<file path="src/brs_pkg.sv">
// ----------------------------------------------------------------------------
// brs_pkg: shared types and constants of the bilinear resampler
// Field widths, register indexes, item layout and the fetch sequencer states.
// ----------------------------------------------------------------------------
package brs_pkg;

  localparam int COORD_W    = 10;
  localparam int PIX_W      = 24;
  localparam int CH_W       = 8;
  localparam int NUM_CH     = 3;
  localparam int SRC_W      = 7;
  localparam int DST_W      = 11;
  localparam int CFG_IDX_W  = 3;
  localparam int CFG_DATA_W = 11;

  localparam int DEF_MAX_SRC_WIDTH  = 64;
  localparam int DEF_MAX_SRC_HEIGHT = 64;
  localparam int DEF_FRAC_BITS      = 8;

  // iterations of the coordinate divider per item
  localparam int DIV_CYCLES = 4;

  localparam logic [SRC_W-1:0] SRC_SIZE_RST = 7'd64;
  localparam logic [DST_W-1:0] DST_SIZE_RST = 11'd64;

  typedef enum logic [CFG_IDX_W-1:0] {
    REG_SRC_WIDTH  = 3'd0,
    REG_SRC_HEIGHT = 3'd1,
    REG_DST_WIDTH  = 3'd2,
    REG_DST_HEIGHT = 3'd3
  } cfg_reg_t;

  typedef enum logic {
    OP_LOAD     = 1'b0,
    OP_RESAMPLE = 1'b1
  } op_t;

  typedef struct packed {
    op_t                op;
    logic [COORD_W-1:0] pos_x;
    logic [COORD_W-1:0] pos_y;
    logic [PIX_W-1:0]   pixel_rgb;
  } item_t;

  typedef struct packed {
    logic [SRC_W-1:0] src_width;
    logic [SRC_W-1:0] src_height;
    logic [DST_W-1:0] dst_width;
    logic [DST_W-1:0] dst_height;
  } cfg_t;

  typedef enum logic [2:0] {
    FS_IDLE,
    FS_RD1,
    FS_RD2,
    FS_RD3,
    FS_DONE
  } fetch_state_t;

endpackage

</file>
<file path="src/brs_blend.sv">
// ----------------------------------------------------------------------------
// brs_blend: two-stage bilinear blend
// First stage blends horizontally, second stage vertically and truncates;
// the second stage is the result register.
// ----------------------------------------------------------------------------
module brs_blend #(
  parameter int FRAC_BITS = brs_pkg::DEF_FRAC_BITS
) (
  input  logic                          clk,
  input  logic                          rst_n,
  input  logic                          in_valid,
  output logic                          in_ready,
  input  brs_pkg::item_t                in_item,
  input  logic [brs_pkg::PIX_W-1:0]     in_c00,
  input  logic [brs_pkg::PIX_W-1:0]     in_c10,
  input  logic [brs_pkg::PIX_W-1:0]     in_c01,
  input  logic [brs_pkg::PIX_W-1:0]     in_c11,
  input  logic [FRAC_BITS-1:0]          in_tx,
  input  logic [FRAC_BITS-1:0]          in_ty,
  output logic                          out_valid,
  input  logic                          out_ready,
  output logic [brs_pkg::COORD_W-1:0]   out_x,
  output logic [brs_pkg::COORD_W-1:0]   out_y,
  output logic [brs_pkg::PIX_W-1:0]     out_rgb
);

  localparam int CW = brs_pkg::CH_W;
  localparam int NC = brs_pkg::NUM_CH;
  localparam int WW = FRAC_BITS + 1;
  localparam int LW = CW + WW;
  localparam int VW = LW + WW;

  // ---------------- horizontal blend
  logic                 s1_v_r;
  logic [brs_pkg::COORD_W-1:0] s1_x_r, s1_y_r;
  logic [LW-1:0]        s1_top_r [NC];
  logic [LW-1:0]        s1_bot_r [NC];
  logic [FRAC_BITS-1:0] s1_ty_r;
  logic [WW-1:0]        wx0, wx1;
  logic [LW-1:0]        top_c [NC];
  logic [LW-1:0]        bot_c [NC];
  logic                 s2_take;

  assign in_ready = !s1_v_r || s2_take;
  assign wx1      = {1'b0, in_tx};
  assign wx0      = (WW'(1) << FRAC_BITS) - wx1;

  always_comb begin
    for (int c = 0; c < NC; c++) begin
      top_c[c] = LW'(in_c00[c*CW +: CW]) * LW'(wx0) + LW'(in_c10[c*CW +: CW]) * LW'(wx1);
      bot_c[c] = LW'(in_c01[c*CW +: CW]) * LW'(wx0) + LW'(in_c11[c*CW +: CW]) * LW'(wx1);
    end
  end

  always_ff @(posedge clk) begin
    if (!rst_n) begin
      s1_v_r <= 1'b0;
    end else if (in_ready) begin
      s1_v_r <= in_valid;
    end
  end

  always_ff @(posedge clk) begin
    if (in_valid && in_ready) begin
      s1_x_r  <= in_item.pos_x;
      s1_y_r  <= in_item.pos_y;
      s1_ty_r <= in_ty;
      for (int c = 0; c < NC; c++) begin
        s1_top_r[c] <= top_c[c];
        s1_bot_r[c] <= bot_c[c];
      end
    end
  end

  // ---------------- vertical blend into the result register
  logic                        out_v_r;
  logic [brs_pkg::COORD_W-1:0] ox_r, oy_r;
  logic [brs_pkg::PIX_W-1:0]   orgb_r;
  logic [WW-1:0]               wy0, wy1;
  logic [VW-1:0]               vsum [NC];
  logic [brs_pkg::PIX_W-1:0]   rgb_c;

  assign s2_take = s1_v_r && (!out_v_r || out_ready);
  assign wy1     = {1'b0, s1_ty_r};
  assign wy0     = (WW'(1) << FRAC_BITS) - wy1;

  always_comb begin
    rgb_c = '0;
    for (int c = 0; c < NC; c++) begin
      vsum[c] = VW'(s1_top_r[c]) * VW'(wy0) + VW'(s1_bot_r[c]) * VW'(wy1);
      rgb_c[c*CW +: CW] = vsum[c][2*FRAC_BITS +: CW];
    end
  end

  always_ff @(posedge clk) begin
    if (!rst_n) begin
      out_v_r <= 1'b0;
    end else if (!out_v_r || out_ready) begin
      out_v_r <= s1_v_r;
    end
  end

  always_ff @(posedge clk) begin
    if (s2_take) begin
      ox_r   <= s1_x_r;
      oy_r   <= s1_y_r;
      orgb_r <= rgb_c;
    end
  end

  assign out_valid = out_v_r;
  assign out_x     = ox_r;
  assign out_y     = oy_r;
  assign out_rgb   = orgb_r;

endmodule

</file>
<file path="config.mk">
export PLATFORM = sky130hd
export DESIGN_NAME = brs_blend
export DESIGN_NICKNAME = d
export VERILOG_FILES = /design/src/brs_pkg.sv /design/src/brs_blend.sv
export SDC_FILE = /design/constraint.sdc
export NUM_CORES = 2
export LEC_CHECK = 0
export ABC_AREA = 1
export BUFFER_PORTS_ARGS = -buffer_cell sky130_fd_sc_hd__buf_2
export CAP_MARGIN = 20
export CORE_MARGIN = 8
export CORE_UTILIZATION = 29
export CTS_BUF_LIST = sky130_fd_sc_hd__clkbuf_16
export DETAILED_ROUTE_END_ITERATION = 8
export GPL_ROUTABILITY_DRIVEN = 0
export SKIP_LAST_GASP = 1
export SLEW_MARGIN = 20
export SYNTH_ARGS = -nofsm -noshare
export SYNTH_HDL_FRONTEND = slang
export SYNTH_SLANG_ARGS = --single-unit
</file>
<file path="constraint.sdc">
create_clock -name clk -period 17.8 [get_ports clk]
set_input_delay 2.67 -clock clk [delete_from_list [all_inputs] [get_ports clk]]
set_output_delay 2.67 -clock clk [all_outputs]
set_load 0.02 [all_outputs]
</file>
* After elaboration in Yosys (flattened, before gate mapping) *
Memories as Yosys holds them, arrays and structs flattened.
Cells that the tools add are included.

cells by class
  add/subtract/negate cells = 11
  $mul = 18
  mux-type cells = 2
  reduce and logical (&&, ||, !) cells = 6

operators with widths
  operator                                          number
  adder 17 x 16 -> 17 bit                           6
  multiplier 8 x 9 -> 17 bit                        6
  multiplier 8 x 8 -> 16 bit                        6
  adder 24 bit                                      3
  multiplier 17 x 8 -> 24 bit                       3
  multiplier 17 x 9 -> 24 bit                       3
  subtractor 9 x 8 -> 9 bit (first input constant)  2
  logical AND 1 bit                                 2
  zero test 1 bit                                   2
  logical OR 1 bit                                  2
  2-to-1 mux 1 bit                                  2

word-level totals
  register bits = 74
  memory bits (writable) = 102
  bits of input ports = 161
  output and inout port bits = 46
  memories = 2

memories
  memory    words  width  rd ports  clocked after Yosys merged registers in  wr ports  RTL line         RTL
  s1_bot_r  3      17     3         0                                        3         brs_blend.sv:37  logic [LW-1:0] s1_bot_r [NC];
  s1_top_r  3      17     3         0                                        3         brs_blend.sv:36  logic [LW-1:0] s1_top_r [NC];

* Depth between registers and ports, before layout *
  depth after elaboration = 7
  gate-level depth with buffers = 32
  mapped depth without buffers = 30

* Worst setup path before layout *
No wires, ideal clock.

  kind = in2reg
  from = input in_tx[0]
  to = memory s1_bot_r[0][29] in the netlist's numbering, data pin
  library setup time = 0.256 ns
  data arrival time = 8.763 ns
  setup slack = 8.780 ns
  stages = 30
  path buffers = 4
  cell sequence = buf_2 > clkbuf_1 > buf_1 > inv_1 > ha_1 > nand2_1 > or3_4 > or3_4 > nor2_4 > buf_2 > nand2_1 > fa_1 > fa_1 > inv_1 > fa_1 > fa_1 > fa_1 > inv_1 > fa_1 > inv_1 > ha_1 > nand2_1 > nor2_1 > nand2_1 > o211ai_1 > nand2_1 > a21boi_0 > nor2_1 > nand2_1 > nand2_1

RTL lines
  what                RTL line         RTL
  start: declaration  brs_blend.sv:18  input logic [FRAC_BITS-1:0] in_tx,
  end: declaration    brs_blend.sv:37

==> summary.txt <==
Drt
  • Vias post-DR: 47100
  • Wire per inst: 16.4 µm
  • Total Wirelength: 173 mm
  • 1st-pass router iterations: 6
  • Post-route ant nets: 0
  • Iter 0 DRT Violations: 3173
  • Post-route DRC violation count: 0
  • Vias/cell: 4.47

Synthesis
  • Synthesized instance count: 7745
  • Post-synth net total: 9825
  • Area share of the largest cell type after synthesis: 42.5%
  • Synth unique cells: slightly above 40
  • Cell area after technology mapping: 0.0620 mm²
  • Register bit count reported by yosys: 176
  • Largest cells by area after synthesis: fa_1 42%, inv_1 16%, ha_1 12%
  • Top_reg_cell synth: edfxtp_1
  • Synthesis Warnings: 0
  • Number of synthesized flops with an enable pin: 174
  • Cell taking the most area after synthesis: fa_1
  • Synth async-reset ratio: 0%
  • Post-synthesis sequential area ratio: between 8 and 9%
  • Mean post-synth cell area: 8.00 µm²

Global route
  • Vias in the first global route: 50700
  • GRT Residual Overflow: 0
  • Overall routing resource usage: 15.3%
  • Initial antenna violation count: 37
  • Largest net degree at the start of global routing: 62
  • First-pass GRT wire length: 278 mm

Worst setup path
  • CP Max Fanout: 53
  • CP Launch Type: primary input
  • Crit path capture type: flop
  • Worst Path Arrival: 10150 ps
  • CP Class: in -> reg
  • Worst r2r path cells: 23
  • Worst EP required: 18010 ps

Layout
  • Area of the multi-input gates: 0.0456 mm²
  • Cell area after layout: 0.0660 mm²
  • FF/Latch Area: 0.00527 mm²
  • Share of layout cells above drive strength 1: 3.73%
  • Final nets: roughly 10000
  • Fill cell count: 22700
  • Fin cells: 10500
  • Layout area overhead: 6.55%

Timing
  • RSZ-0062 raised after global routing: no
  • Period utilization: about 56%
  • Final setup viols: 0
  • Worst setup margin: about 7900 ps
  • Final Hold Viols: 0
  • Crit path time final: 9940 ps
  • Least-Margin Pin Slew: 1090 ps
  • Max-slew violation count: 0
  • Setup TNS: 0 ps
  • Relative slew slack: 27.5%
  • Clock skew: 22.1 ps
  • Max Fclk: between 100 and 150 MHz

Floorplanning
  • IO Pins: 207
  • Die footprint: 0.229 mm²
  • Core area: 0.212 mm²
  • Die Wd: 478 µm
  • # rows: 169
  • Die H: 478 µm
  • Starting Density: 29.2%

Clocking
  • CTS Hold Bufs: 0
  • Clk slew on worst S/H paths: about 90 ps
  • Clk root buf: clkbuf_16
  • Setup bufs post-CTS: 0
  • CTS Buf Count: 17
  • Clock Latency Late Sink: 530 ps
  • Clock buffer depth: 2
  • Post-CTS Resized: 0
  • H-tree depth: 4
  • Clock sinks: about 180
  • CTS tree: yes

Placed design
  • PortBufs: approximately 180
  • Dpl cell area: 0.0654 mm²
  • Dpl ws: between 7000 and 8000 ps
  • Placed Cells: 10500
  • DPL Wire Length: between 100 and 150 mm

Status
  • Status: completed

Hold path
  • Hold path cells: 0
  • Worst min-delay path category: reg -> reg

Job
  • MaxCap Viol Count: 0
[cells in the final DEF, fill, tap and decap left out, types with 43 or more instances in the layout]
cell type	instances
xor2_1	86
fa_1	1314
a21oi_1	133
ha_1	604
o21ai_0	70
inv_1	2582
nor2_1	401
buf_4	43
buf_2	180
nand3_1	129
nand2_1	1768
edfxtp_1	174
[final timing paths]
check | start | end | slack (ps)
setup / recovery | in_tx[0] | s1_bot_r[0][9]$_DFFE_PP_ | 7860
hold / removal | s1_y_r[0]$_DFFE_PP_ | out_y[0]$_DFFE_PP_ | 420
setup reg to reg | s1_ty_r[1]$_DFFE_PP_ | out_rgb[12]$_DFFE_PP_ | 10090
hold reg to reg | s1_y_r[0]$_DFFE_PP_ | out_y[0]$_DFFE_PP_ | 420
[worst max-delay path, cell delays in order]
cell	delay (ps)
buf_4	330
inv_1	150
ha_2	180
nand2_1	70
or3_4	340
o21ai_0	190
nand2_2	320
inv_2	570
buf_4	460
nand2_1	130
fa_1	560
inv_1	60
fa_1	460
fa_1	520
fa_1	550
inv_1	60
fa_1	470
inv_1	50
fa_1	440
ha_1	360
a21o_1	220
a21oi_1	110
nand2_1	90
xor2_1	740
[routing by layer]
| metal | vias to the layer above | global-route usage (%) | share of wire, % |
|---|---|---|---|
| met5 | - | 0 | 0.098 |
| met4 | 24 | 5.20 | 3.6 |
| met3 | 311 | 3.01 | 7.4 |
| met2 | 1561 | 25.9 | 47 |
| met1 | 23600 | 19.7 | 42 |
| li1 | 21600 | - | - |
[sequential cells by signal, summed over array words and instances, names as in the netlist]
signal / cells
s1_bot_r: 51
s1_y_r: 10
out_valid: 1
out_rgb: 24
out_x: 10
s1_top_r: 51
out_y: 10
s1_ty_r: 8
s1_v_r: 1
s1_x_r: 10
[layout make-up]
class,instances,share of cell area [%]
diodes,14,0.0531
clock buffers,17,0.644
clock inverters,15,0.235
inverters,2593,14.8
multi-input cells,4674,69.1
flip-flops and latches,176,7.98
well taps,2821,5.35
repair buffers,223,1.85
[cells by family (layout without fill, tap and decap cells)]
group,count (synthesis),in the layout,share of synthesized area [%]
and+or+nand+nor,2369,2369,14.9
AOI/OAI and AO/OA,270,270,2.45
adders and majority gates,1919,1919,54.7
buffers and inverters,2895,2848,17.9
other,0,14,0
DFF,176,176,8.50
xor gates and xnor gates,116,116,1.64
[stage by stage]
stage / hold slack [ps] / util [%]
finish: 419 / 31.1
global route: 425 / 31.1
CTS: 421 / 31.1
detailed placement: 405 / 30.8
global placement: 400 / 30.8
floorplan: 400 / -
[Yosys cell counts (6+ instances only)]
library cell / number
buf_2: 18
buf_1: 31
xor2_1: 86
nand4_1: 23
a21o_1: 25
nor2_1: 402
xnor2_1: 30
fa_1: 1314
buf_6: 6
a21oi_1: 134
nand2_1: 1768
ha_1: 605
inv_2: 7
clkbuf_2: 106
clkbuf_1: 140
o21ai_0: 70
a31oi_1: 6
a21boi_0: 6
nand3_1: 129
edfxtp_1: 174
nor3_1: 24
inv_1: 2581
nor2_2: 10
o31ai_1: 9
o2111ai_1: 6
Power is not shown: default switching activity piles up to over one toggle a cycle in this logic, so the estimate is an artifact.
