===== config.mk =====
export PLATFORM = sky130hd
export DESIGN_NAME = brs_map
export DESIGN_NICKNAME = d
export VERILOG_FILES = /design/src/brs_pkg.sv /design/src/brs_map.sv
export SDC_FILE = /design/constraint.sdc
export NUM_CORES = 1
export LEC_CHECK = 0
export BUFFER_PORTS_ARGS = -buffer_cell sky130_fd_sc_hd__buf_2
export CELL_PAD_IN_SITES_DETAIL_PLACEMENT = 0
export CELL_PAD_IN_SITES_GLOBAL_PLACEMENT = 1
export CORE_AREA = 3 3 243 185
export DETAILED_ROUTE_END_ITERATION = 8
export DIE_AREA = 0 0 246 188
export MAX_ROUTING_LAYER = met4
export PLACE_DENSITY_LB_ADDON = 0.08
export SLEW_MARGIN = 20
export SYNTH_ARGS = -nofsm -noshare
export SYNTH_HDL_FRONTEND = slang
export SYNTH_SLANG_ARGS = --single-unit

===== constraint.sdc =====
create_clock -name clk -period 28.7 [get_ports clk]
set_input_delay 2.87 -clock clk [delete_from_list [all_inputs] [get_ports clk]]
set_output_delay 2.87 -clock clk [all_outputs]
set_load 0.02 [all_outputs]

===== src/brs_pkg.sv =====
// ----------------------------------------------------------------------------
// brs_pkg: shared types and constants of the bilinear resampler
// Field widths, register indexes, item layout and the fetch sequencer states.
// ----------------------------------------------------------------------------
package brs_pkg;

  localparam int COORD_W    = 10;
  localparam int PIX_W      = 24;
  localparam int CH_W       = 8;
  localparam int NUM_CH     = 3;
  localparam int SRC_W      = 7;
  localparam int DST_W      = 11;
  localparam int CFG_IDX_W  = 3;
  localparam int CFG_DATA_W = 11;

  localparam int DEF_MAX_SRC_WIDTH  = 64;
  localparam int DEF_MAX_SRC_HEIGHT = 64;
  localparam int DEF_FRAC_BITS      = 8;

  // iterations of the coordinate divider per item
  localparam int DIV_CYCLES = 4;

  localparam logic [SRC_W-1:0] SRC_SIZE_RST = 7'd64;
  localparam logic [DST_W-1:0] DST_SIZE_RST = 11'd64;

  typedef enum logic [CFG_IDX_W-1:0] {
    REG_SRC_WIDTH  = 3'd0,
    REG_SRC_HEIGHT = 3'd1,
    REG_DST_WIDTH  = 3'd2,
    REG_DST_HEIGHT = 3'd3
  } cfg_reg_t;

  typedef enum logic {
    OP_LOAD     = 1'b0,
    OP_RESAMPLE = 1'b1
  } op_t;

  typedef struct packed {
    op_t                op;
    logic [COORD_W-1:0] pos_x;
    logic [COORD_W-1:0] pos_y;
    logic [PIX_W-1:0]   pixel_rgb;
  } item_t;

  typedef struct packed {
    logic [SRC_W-1:0] src_width;
    logic [SRC_W-1:0] src_height;
    logic [DST_W-1:0] dst_width;
    logic [DST_W-1:0] dst_height;
  } cfg_t;

  typedef enum logic [2:0] {
    FS_IDLE,
    FS_RD1,
    FS_RD2,
    FS_RD3,
    FS_DONE
  } fetch_state_t;

endpackage


===== src/brs_map.sv =====
// ----------------------------------------------------------------------------
// brs_map: destination to source coordinate mapping
// Multiplies by the source size, divides by the destination size in radix-2
// dividers, one for each axis, then removes the half pixel and clamps.
// ----------------------------------------------------------------------------
module brs_map #(
  parameter int MAX_SRC_WIDTH  = brs_pkg::DEF_MAX_SRC_WIDTH,
  parameter int MAX_SRC_HEIGHT = brs_pkg::DEF_MAX_SRC_HEIGHT,
  parameter int FRAC_BITS      = brs_pkg::DEF_FRAC_BITS
) (
  input  logic                              clk,
  input  logic                              rst_n,
  input  brs_pkg::cfg_t                     cfg,
  input  logic                              in_valid,
  output logic                              in_ready,
  input  brs_pkg::item_t                    in_item,
  output logic                              out_valid,
  input  logic                              out_ready,
  output brs_pkg::item_t                    out_item,
  output logic [$clog2(MAX_SRC_WIDTH)-1:0]  out_x0,
  output logic [$clog2(MAX_SRC_WIDTH)-1:0]  out_x1,
  output logic [$clog2(MAX_SRC_HEIGHT)-1:0] out_y0,
  output logic [$clog2(MAX_SRC_HEIGHT)-1:0] out_y1,
  output logic [FRAC_BITS-1:0]              out_tx,
  output logic [FRAC_BITS-1:0]              out_ty
);

  localparam int XW    = $clog2(MAX_SRC_WIDTH);
  localparam int YW    = $clog2(MAX_SRC_HEIGHT);
  localparam int SW    = brs_pkg::SRC_W;
  localparam int DW    = brs_pkg::DST_W;
  localparam int PW    = brs_pkg::COORD_W + SW;
  localparam int NW    = PW + FRAC_BITS;
  localparam int QB    = SW + FRAC_BITS;
  localparam int NCYC  = brs_pkg::DIV_CYCLES;
  localparam int SPC   = (QB + NCYC - 1) / NCYC;
  localparam int DS    = SPC * NCYC;
  localparam int CNT_W = $clog2(NCYC);
  localparam int AXW   = 2 * SW + FRAC_BITS;

  // effective sizes, zero acts as one and source sizes clamp to the maximum
  logic [SW-1:0] sw_eff, sh_eff;
  logic [DW-1:0] dw_eff, dh_eff;

  always_comb begin
    priority if (cfg.src_width == '0) sw_eff = SW'(1);
    else if (int'(cfg.src_width) > MAX_SRC_WIDTH) sw_eff = SW'(MAX_SRC_WIDTH);
    else sw_eff = cfg.src_width;
    priority if (cfg.src_height == '0) sh_eff = SW'(1);
    else if (int'(cfg.src_height) > MAX_SRC_HEIGHT) sh_eff = SW'(MAX_SRC_HEIGHT);
    else sh_eff = cfg.src_height;
    dw_eff = (cfg.dst_width == '0) ? DW'(1) : cfg.dst_width;
    dh_eff = (cfg.dst_height == '0) ? DW'(1) : cfg.dst_height;
  end

  // ---------------- stage 0: scale by source size
  logic           s0_v_r;
  brs_pkg::item_t s0_item_r;
  logic [PW-1:0]  s0_px_r, s0_py_r;
  logic           s0_take;

  assign in_ready = !s0_v_r || s0_take;

  always_ff @(posedge clk) begin
    if (!rst_n) begin
      s0_v_r <= 1'b0;
    end else if (in_ready) begin
      s0_v_r <= in_valid;
    end
  end

  always_ff @(posedge clk) begin
    if (in_valid && in_ready) begin
      s0_item_r <= in_item;
      s0_px_r   <= PW'(in_item.pos_x) * PW'(sw_eff);
      s0_py_r   <= PW'(in_item.pos_y) * PW'(sh_eff);
    end
  end

  // ---------------- divider: SPC quotient bits per cycle
  function automatic logic [DW+DS-1:0] div_step(logic [DW-1:0] r, logic [DS-1:0] n,
                                                logic [DW-1:0] d);
    logic [DW:0]   t;
    logic [DW-1:0] rr;
    logic [DS-1:0] nn;
    rr = r;
    nn = n;
    for (int i = 0; i < SPC; i++) begin
      t  = {rr, nn[DS-1]};
      nn = {nn[DS-2:0], 1'b0};
      if (t >= {1'b0, d}) begin
        t     = t - {1'b0, d};
        nn[0] = 1'b1;
      end
      rr = t[DW-1:0];
    end
    return {rr, nn};
  endfunction

  logic             dv_busy_r;
  logic [CNT_W-1:0] dv_cnt_r;
  brs_pkg::item_t   dv_item_r;
  logic [DW-1:0]    rx_r, ry_r, rx_nxt, ry_nxt;
  logic [DS-1:0]    nx_r, ny_r, nx_nxt, ny_nxt;
  logic             ovx_r, ovy_r;
  logic             dv_last, q_free, q_load;
  logic [NW-1:0]    dx_full, dy_full;

  assign dv_last = dv_busy_r && (dv_cnt_r == CNT_W'(NCYC - 1));
  assign q_load  = dv_last && q_free;
  assign s0_take = s0_v_r && (!dv_busy_r || q_load);
  assign dx_full = {s0_px_r, {FRAC_BITS{1'b0}}};
  assign dy_full = {s0_py_r, {FRAC_BITS{1'b0}}};

  always_comb begin
    {rx_nxt, nx_nxt} = div_step(rx_r, nx_r, dw_eff);
    {ry_nxt, ny_nxt} = div_step(ry_r, ny_r, dh_eff);
  end

  always_ff @(posedge clk) begin
    if (!rst_n) begin
      dv_busy_r <= 1'b0;
      dv_cnt_r  <= '0;
    end else if (s0_take) begin
      dv_busy_r <= 1'b1;
      dv_cnt_r  <= '0;
    end else if (dv_busy_r && !dv_last) begin
      dv_cnt_r  <= dv_cnt_r + 1'b1;
    end else if (q_load) begin
      dv_busy_r <= 1'b0;
    end
  end

  // quotient overflow means the position lies past the last column or row
  always_ff @(posedge clk) begin
    if (s0_take) begin
      dv_item_r <= s0_item_r;
      rx_r      <= DW'(dx_full[NW-1:DS]);
      nx_r      <= dx_full[DS-1:0];
      ry_r      <= DW'(dy_full[NW-1:DS]);
      ny_r      <= dy_full[DS-1:0];
      ovx_r     <= {1'b0, s0_px_r[PW-1:SW]} >= dw_eff;
      ovy_r     <= {1'b0, s0_py_r[PW-1:SW]} >= dh_eff;
    end else if (dv_busy_r && !dv_last) begin
      rx_r <= rx_nxt;
      nx_r <= nx_nxt;
      ry_r <= ry_nxt;
      ny_r <= ny_nxt;
    end
  end

  // ---------------- quotient register
  logic           q_v_r;
  brs_pkg::item_t q_item_r;
  logic [DS-1:0]  qx_r, qy_r;
  logic           q_ovx_r, q_ovy_r;
  logic           post_take;

  assign q_free = !q_v_r || post_take;

  always_ff @(posedge clk) begin
    if (!rst_n) begin
      q_v_r <= 1'b0;
    end else if (q_free) begin
      q_v_r <= q_load;
    end
  end

  always_ff @(posedge clk) begin
    if (q_load) begin
      q_item_r <= dv_item_r;
      qx_r     <= nx_nxt;
      qy_r     <= ny_nxt;
      q_ovx_r  <= ovx_r;
      q_ovy_r  <= ovy_r;
    end
  end

  // ---------------- half pixel offset, clamp and neighbor indexes
  function automatic logic [AXW-1:0] post_axis(logic [DS-1:0] q, logic ovf, logic [SW-1:0] s);
    logic [DS-1:0] half, qh;
    logic [QB-1:0] top, qc;
    logic [SW-1:0] i0, i1;
    half = DS'(1) << (FRAC_BITS - 1);
    top  = {s - 1'b1, {FRAC_BITS{1'b0}}};
    qh   = (q > half) ? q - half : '0;
    qc   = (ovf || (qh > DS'(top))) ? top : qh[QB-1:0];
    i0   = qc[QB-1:FRAC_BITS];
    i1   = ((i0 + 1'b1) < s) ? i0 + 1'b1 : s - 1'b1;
    return {i0, i1, qc[FRAC_BITS-1:0]};
  endfunction

  logic [AXW-1:0] pax, pay;

  always_comb begin
    pax = post_axis(qx_r, q_ovx_r, sw_eff);
    pay = post_axis(qy_r, q_ovy_r, sh_eff);
  end

  logic                 out_v_r;
  brs_pkg::item_t       out_item_r;
  logic [XW-1:0]        x0_r, x1_r;
  logic [YW-1:0]        y0_r, y1_r;
  logic [FRAC_BITS-1:0] tx_r, ty_r;

  assign post_take = q_v_r && (!out_v_r || out_ready);

  always_ff @(posedge clk) begin
    if (!rst_n) begin
      out_v_r <= 1'b0;
    end else if (!out_v_r || out_ready) begin
      out_v_r <= q_v_r;
    end
  end

  always_ff @(posedge clk) begin
    if (post_take) begin
      out_item_r <= q_item_r;
      x0_r       <= XW'(pax[AXW-1:SW+FRAC_BITS]);
      x1_r       <= XW'(pax[SW+FRAC_BITS-1:FRAC_BITS]);
      tx_r       <= pax[FRAC_BITS-1:0];
      y0_r       <= YW'(pay[AXW-1:SW+FRAC_BITS]);
      y1_r       <= YW'(pay[SW+FRAC_BITS-1:FRAC_BITS]);
      ty_r       <= pay[FRAC_BITS-1:0];
    end
  end

  assign out_valid = out_v_r;
  assign out_item  = out_item_r;
  assign out_x0    = x0_r;
  assign out_x1    = x1_r;
  assign out_y0    = y0_r;
  assign out_y1    = y1_r;
  assign out_tx    = tx_r;
  assign out_ty    = ty_r;

  // a running division counts up one step per cycle until its last step
  property p_div_advance;
    @(posedge clk) disable iff (!rst_n)
      (dv_busy_r && !dv_last && !s0_take) |=> (dv_busy_r && (dv_cnt_r == $past(dv_cnt_r) + 1'b1));
  endproperty
  a_div_advance: assert property (p_div_advance) else $error("divider step lost");

  // a finished quotient waits while the quotient register is full
  property p_div_hold;
    @(posedge clk) disable iff (!rst_n)
      (dv_last && !q_free) |=> (dv_last && $stable(nx_r) && $stable(ny_r));
  endproperty
  a_div_hold: assert property (p_div_hold) else $error("divider lost a stalled result");

endmodule


---- Word-level counts from Yosys, hierarchy flattened ----
Index checks and enable logic that the tools add are counted.
word-level totals
  output and inout port bits .............. 87
  register bits ........................... 350
  word-level logic and storage cells ...... 145
  input bits .............................. 85
operators by class
  $add $sub $neg .......................... 15
  bitwise logic cells ..................... 1
  reduce and logical (&&, ||, !) cells .... 25
  order comparisons ....................... 18
  muxes and demuxes ....................... 39
  multipliers ............................. 2
  equal/unequal tests ..................... 2
operators by type and width
  cell                                                 number
  two-way mux 11 bit                                   10
  greater-or-equal comparator 12 x 11 -> 1 bit         8
  two-way mux 16 bit                                   6
  subtractor 11 bit                                    8
  two-way mux 9 bit                                    4
  multiplier 10 x 7 -> 17 bit                          2
  > comparator 16 x 15 -> 1 bit                        2
  > comparator 16 x 8 -> 1 bit, second input constant  2
  subtractor 16 x 8 -> 16 bit, second input constant   2
  two-way mux 15 bit                                   2
  two-way mux 7 bit                                    4
  greater-or-equal comparator 10 x 11 -> 1 bit         2
  logical NOT 11 bit                                   2
  adder 7 x 1 -> 7 bit, second input constant          2
  > comparator 7 bit, second input constant            2
  logical NOT 7 bit                                    2
  < comparator 7 bit                                   2
  subtractor 7 x 1 -> 7 bit, second input constant     2
  two-way mux 6 bit                                    2
  two-way mux 1 bit                                    11
  logical AND 1 bit                                    6
  logical OR 1 bit                                     6
  logical NOT 1 bit                                    5
  nonzero test 2 bit                                   2
  6 further kinds                                      6

---- Logic depth before layout (Yosys ltp) ----
  depth after elaboration ................. 12
  depth in mapped cells ................... 46
  gate-level depth less buffers ........... 42

---- Worst setup path after synthesis ----
OpenSTA, ideal clock, no wires.
  path type ............................... input-to-reg
  start point ............................. input cfg[10] in the netlist's numbering
  end point ............................... register ry_r[5] (data pin)
  buffers on the path ..................... 6
  setup time .............................. 0.270 ns
  stages .................................. 43
  data required time ...................... 28.430 ns
  path slack .............................. 16.798 ns
  arrival ................................. 11.632 ns
  path through ............................ nor4_1 a41o_1 ha_1 inv_1 fa_1 nand3_1 a21oi_1 o31a_1 or3_1 buf_2 mux2_2 ha_1 nor2b_1 o31a_1 o311ai_1 a21oi_1 a211oi_2 clkbuf_1 (+7 left out) a2111oi_0 and2_1 nor2_2 buf_2 a221o_1 ha_1 nor2b_1 o21ai_0 nand2b_1 a21o_1 a21bo_2 a41oi_1 a21oi_1 a2111o_1 buf_4 buf_4 mux2i_1 a21oi_1
between the ends
  word-level cells in the longest chain between the ends .. 12
  elaborated cells between the ends (all ways) .. 16
  classes of those cells .................. add/sub: 4; order compare: 4; mux: 7; reduce/logical: 1
ends and longest elaborated chain
  item                                                                               RTL line                      RTL
  start: declaration                                                                 brs_map.sv:13                 input brs_pkg::cfg_t cfg,
  logical NOT 11 bit                                                                 brs_map.sv:53                 dh_eff = (cfg.dst_height == '0) ? DW'(1) : cfg.dst_height;
  two-way mux 11 bit *                                                               brs_map.sv:53
  subtractor 11 bit or greater-or-equal comparator 12 x 11 -> 1 bit (tied branches)  brs_map.sv:92, brs_map.sv:91
  two-way mux 11 bit                                                                 brs_map.sv:91                 if (t >= {1'b0, d}) begin
  subtractor 11 bit or greater-or-equal comparator 12 x 11 -> 1 bit (tied branches)  brs_map.sv:92, brs_map.sv:91
  two-way mux 11 bit                                                                 brs_map.sv:91
  subtractor 11 bit or greater-or-equal comparator 12 x 11 -> 1 bit (tied branches)  brs_map.sv:92, brs_map.sv:91
  two-way mux 11 bit                                                                 brs_map.sv:91
  subtractor 11 bit or greater-or-equal comparator 12 x 11 -> 1 bit (tied branches)  brs_map.sv:92, brs_map.sv:91
  two-way mux 11 bit *                                                               brs_map.sv:91
  two-way mux 9 bit *                                                                brs_map.sv:144                end else if (dv_busy_r && !dv_last) begin
  two-way mux 9 bit *                                                                brs_map.sv:136                if (s0_take) begin
  end signal: assignment                                                             brs_map.sv:140                ry_r <= DW'(dy_full[NW-1:DS]);
  end signal: assignment                                                             brs_map.sv:147                ry_r <= ry_nxt;
  end: declaration                                                                   brs_map.sv:103                logic [DW-1:0] rx_r, ry_r, rx_nxt, ry_nxt;
Mark *: on every way between the ends. The rest lies on a longest branch, timed or not. The select of a mux whose other input is x is not followed.
A chain may end at the register's enable or synchronous reset.

---- Final worst setup path ----
  start point ............................. input cfg[1] in the netlist's numbering
  end point ............................... register ry_r[0] (data pin)
between the ends
  word-level cells in the longest chain between the ends .. 12
  elaborated cells between the ends (all ways) .. 16
  classes of those cells .................. add/sub: 4; order compare: 4; mux: 7; reduce/logical: 1
ends and longest elaborated chain
  item                                                                               RTL line
  logical NOT 11 bit                                                                 brs_map.sv:53
  two-way mux 11 bit *                                                               brs_map.sv:53
  subtractor 11 bit or greater-or-equal comparator 12 x 11 -> 1 bit (tied branches)  brs_map.sv:92, brs_map.sv:91
  two-way mux 11 bit                                                                 brs_map.sv:91
  subtractor 11 bit or greater-or-equal comparator 12 x 11 -> 1 bit (tied branches)  brs_map.sv:92, brs_map.sv:91
  two-way mux 11 bit                                                                 brs_map.sv:91
  subtractor 11 bit or greater-or-equal comparator 12 x 11 -> 1 bit (tied branches)  brs_map.sv:92, brs_map.sv:91
  two-way mux 11 bit                                                                 brs_map.sv:91
  greater-or-equal comparator 12 x 11 -> 1 bit                                       brs_map.sv:91
  two-way mux 11 bit *                                                               brs_map.sv:91
  two-way mux 9 bit *                                                                brs_map.sv:144
  two-way mux 9 bit *                                                                brs_map.sv:136
Marks and branches as above.

==> results.md <==
* Starting Density at 52.5%
* Commonest non-fill, non-tap cell in the layout: edfxtp_1
* Synth Net Count at 2420
* Setup TNS at 0 ns
* Critical R2R Launch: ny_r[15]
* Die Ht at 188 µm
* Share of cells above drive strength 1 at 13.7%
* Relative slew slack at 24.9%
* Crit path top cell by count: a21oi_1
* Yosys top cell area share at 43.0%
* Worst hold path class: reg -> reg
* CP Buf/Inv Count at 5
* Hold Buf Count CTS at 0
* Crit path kind: in -> reg
* Mean Syn Cell Area at 11.1 µm²
* Routed vias at 15620
* Cts repair resizes at 0
* Final setup violating endpoints at 0
* Worst-skew pair later-pin latency at 0.55 ns
* GRT Total Usage at 24.9%
* Mapped cell area at 22600 µm²
* Slowest CP cell: or3_1
* RSZ-0062 raised after global routing: false
* Worst clock skew at 0.0190 ns
* Synthesis-to-layout area growth at 12.0%
* Fillers at 3553
* 1st-pass router iterations at 5
* Worst EP required at 28.99 ns
* Via-to-Cell Ratio at 5.54
* Critical Path Source Type: input port
* Ports at 172
* CTS tree: built
* HP Start: q_item_r[42]
* Row count at 66
* Core Region at 43000 µm²
* TritonCTS buffer count at 36
* Number of port buffers at 171
* Die width at 246 µm
* Initial antenna violation count at 1
* WP depth at 42
* Achievable Freq at 0.0767 GHz
* CP Data Arrival Time at 13.34 ns
* Gr ovfl total at 0
* Status: completed
* Final Cycle Share at 45.5%
* Vias in the first global route at 15232
* Die area at 46200 µm²
* Crit-path max FO at 20
* Top delay family on crit path: compound AO/OA/AOI/OAI gates
* R2R cell count at 40
* Max Cap Viol at 0
* Period minus WS final at 13.05 ns
* Post-CTS setup buffers at 0
* Clock sinks at 350
* Wirelength per Cell at 19.8 µm
* Clk slew on worst S/H paths at 0.06 ns
* Synth Instances at 2038
* Seq/Total Area, Yosys at 45.3%
* CP Capture Point: ry_r[0]
* Top FF cell, synth: edfxtp_1
* Clock buffer depth at 3
* Largest area contributor in the netlist: edfxtp_1
* Worst-Margin Slew at 1.13 ns
* GP Congestion at 0.962
* Final hold vios at 0
* Detailed-route wire length at 55800 µm
* Max Slew Vio Count at 0
* Area of the multi-input gates at 11500 µm²
* FF-to-FF setup slack at 18.37 ns
* Post-synth ARST share at 0%
* EDFF count, synth at 324
* Largest net degree at the start of global routing at 80
* DR iter-0 viols at 923
* RR Endpoint: ry_r[0]
* First-pass GRT wire length at 87100 µm
* H-tree level count at 2
* Yosys cell types at 72
* Register area at 10200 µm²
* Root Buffer: clkbuf_16
* Yosys warns at 0
* Yosys reg bits at 350
* Worst Setup SP: cfg[1]
* Commonest non-fill, non-tap cells in the layout: edfxtp_1, ha_1, inv_1, nand2_1, buf_2
* Nets at 2589
* Crit. End Element: flip-flop
* Max incr delay on CP at 0.62 ns
* DR DRC count at 0
* Routed Antenna Nets at 0
* Post-DP HPWL at 41600 µm
* Synth top area cells: edfxtp_1, ha_1, fa_1, inv_1, nand2_1
how the worst min path moves through the flow:
stage | endpoint | slack, ns | depth (start not counted)
3_5_place_dp | dv_item_r[14] | 0.40 | 0
2_1_floorplan | dv_item_r[0] | 0.40 | 0
4_1_cts | out_item[33] | 0.41 | 0
6_report | out_item[42] | 0.41 | 0
5_1_grt | dv_item_r[11] | 0.42 | 0
3_3_place_gp | q_item_r[41] | 0.40 | 0
layer usage:
metal / global-route usage [%] / part of all wire, % / routed length [µm] / vias to the layer above
met4: 5.20 / 1.7 / 958 / 0
met1: 37.7 / 50 / 27800 / 7460
li1: - / - / - / 7638
met2: 35.9 / 43 / 23700 / 453
met3: 3.59 / 6.0 / 3330 / 69
met5: - / 0 / 0 / -
registers in the layout, summed over array words and instances, names as in the netlist, 2 cells and up:
signal	flops
out_tx	8
out_y0	6
s0_item_r	45
rx_r	11
out_item	45
ny_r	16
out_y1	6
dv_cnt_r	2
dv_item_r	45
out_x0	6
nx_r	16
qx_r	16
q_item_r	45
s0_py_r	17
out_ty	8
qy_r	16
out_x1	6
s0_px_r	17
ry_r	11
layout make-up:
cell class / instances / area share [%]
inverters: 187 / 2.77
clock inverters: 27 / 1.15
well taps: 578 / 2.86
multi-input cells: 1451 / 45.4
clock buffers: 39 / 3.64
repair buffers: 181 / 3.68
diodes: 4 / 0.0395
flip-flops and latches: 350 / 40.5
per-stage QoR:
step / cell area, µm² / util [%] / setup slack [ns] / hold WS, ns / cells
final: 25300 / 58.8 / 15.65 / 0.408 / 2817
after global routing: 25300 / 58.8 / 15.06 / 0.419 / 2814
after CTS: 25300 / 58.8 / 15.73 / 0.414 / 2813
after detailed placement: 24100 / 56.0 / 15.21 / 0.405 / 2747
after global placement: 24100 / 56.0 / 15.38 / 0.400 / 2747
after floorplan: 22600 / - / 16.80 / 0.400 / 2038
cells in the mapped netlist (9+ instances only):
cell	instances
xnor2_1	72
o21a_1	32
o21ai_0	68
mux2_2	30
nand4_1	25
o21bai_1	11
nand3_1	30
clkbuf_1	41
xor2_1	41
nand2b_1	24
a21oi_1	119
mux2i_1	37
nor2_1	133
edfxtp_1	324
nor4_1	14
or3_1	9
and3_1	12
nor3_1	42
a31oi_1	13
a221o_1	9
dfxtp_1	26
or2_2	11
ha_1	211
a22o_1	19
and2_1	65
nand2_1	181
inv_1	186
a21o_1	27
fa_1	86
nor2b_1	41
worst reg2reg max path: cells and delay by family, from the launching register on:
kind | cells | cell delay (ns)
AO/OA/AOI/OAI | 17 | 3.80
adder cells (fa/ha/maj) | 5 | 1.77
buffers and inverters | 5 | 0.59
flip-flops | 1 | 0.44
multiplexers | 4 | 1.32
AND/OR/NAND/NOR | 9 | 2.17
kinds of logic after synthesis:
family | share of synthesized area (%)
XOR/XNOR | 4.38
adder cells (fa/ha/maj) | 19.3
multiplexers | 3.26
buffers and inverters | 4.00
AO/OA/AOI/OAI | 10.6
flip-flops | 45.3
AND/OR/NAND/NOR | 13.1
Power is left out: the tool's default activity adds up to more than one toggle a clock period on the data nets, which glitch-free logic cannot reach.
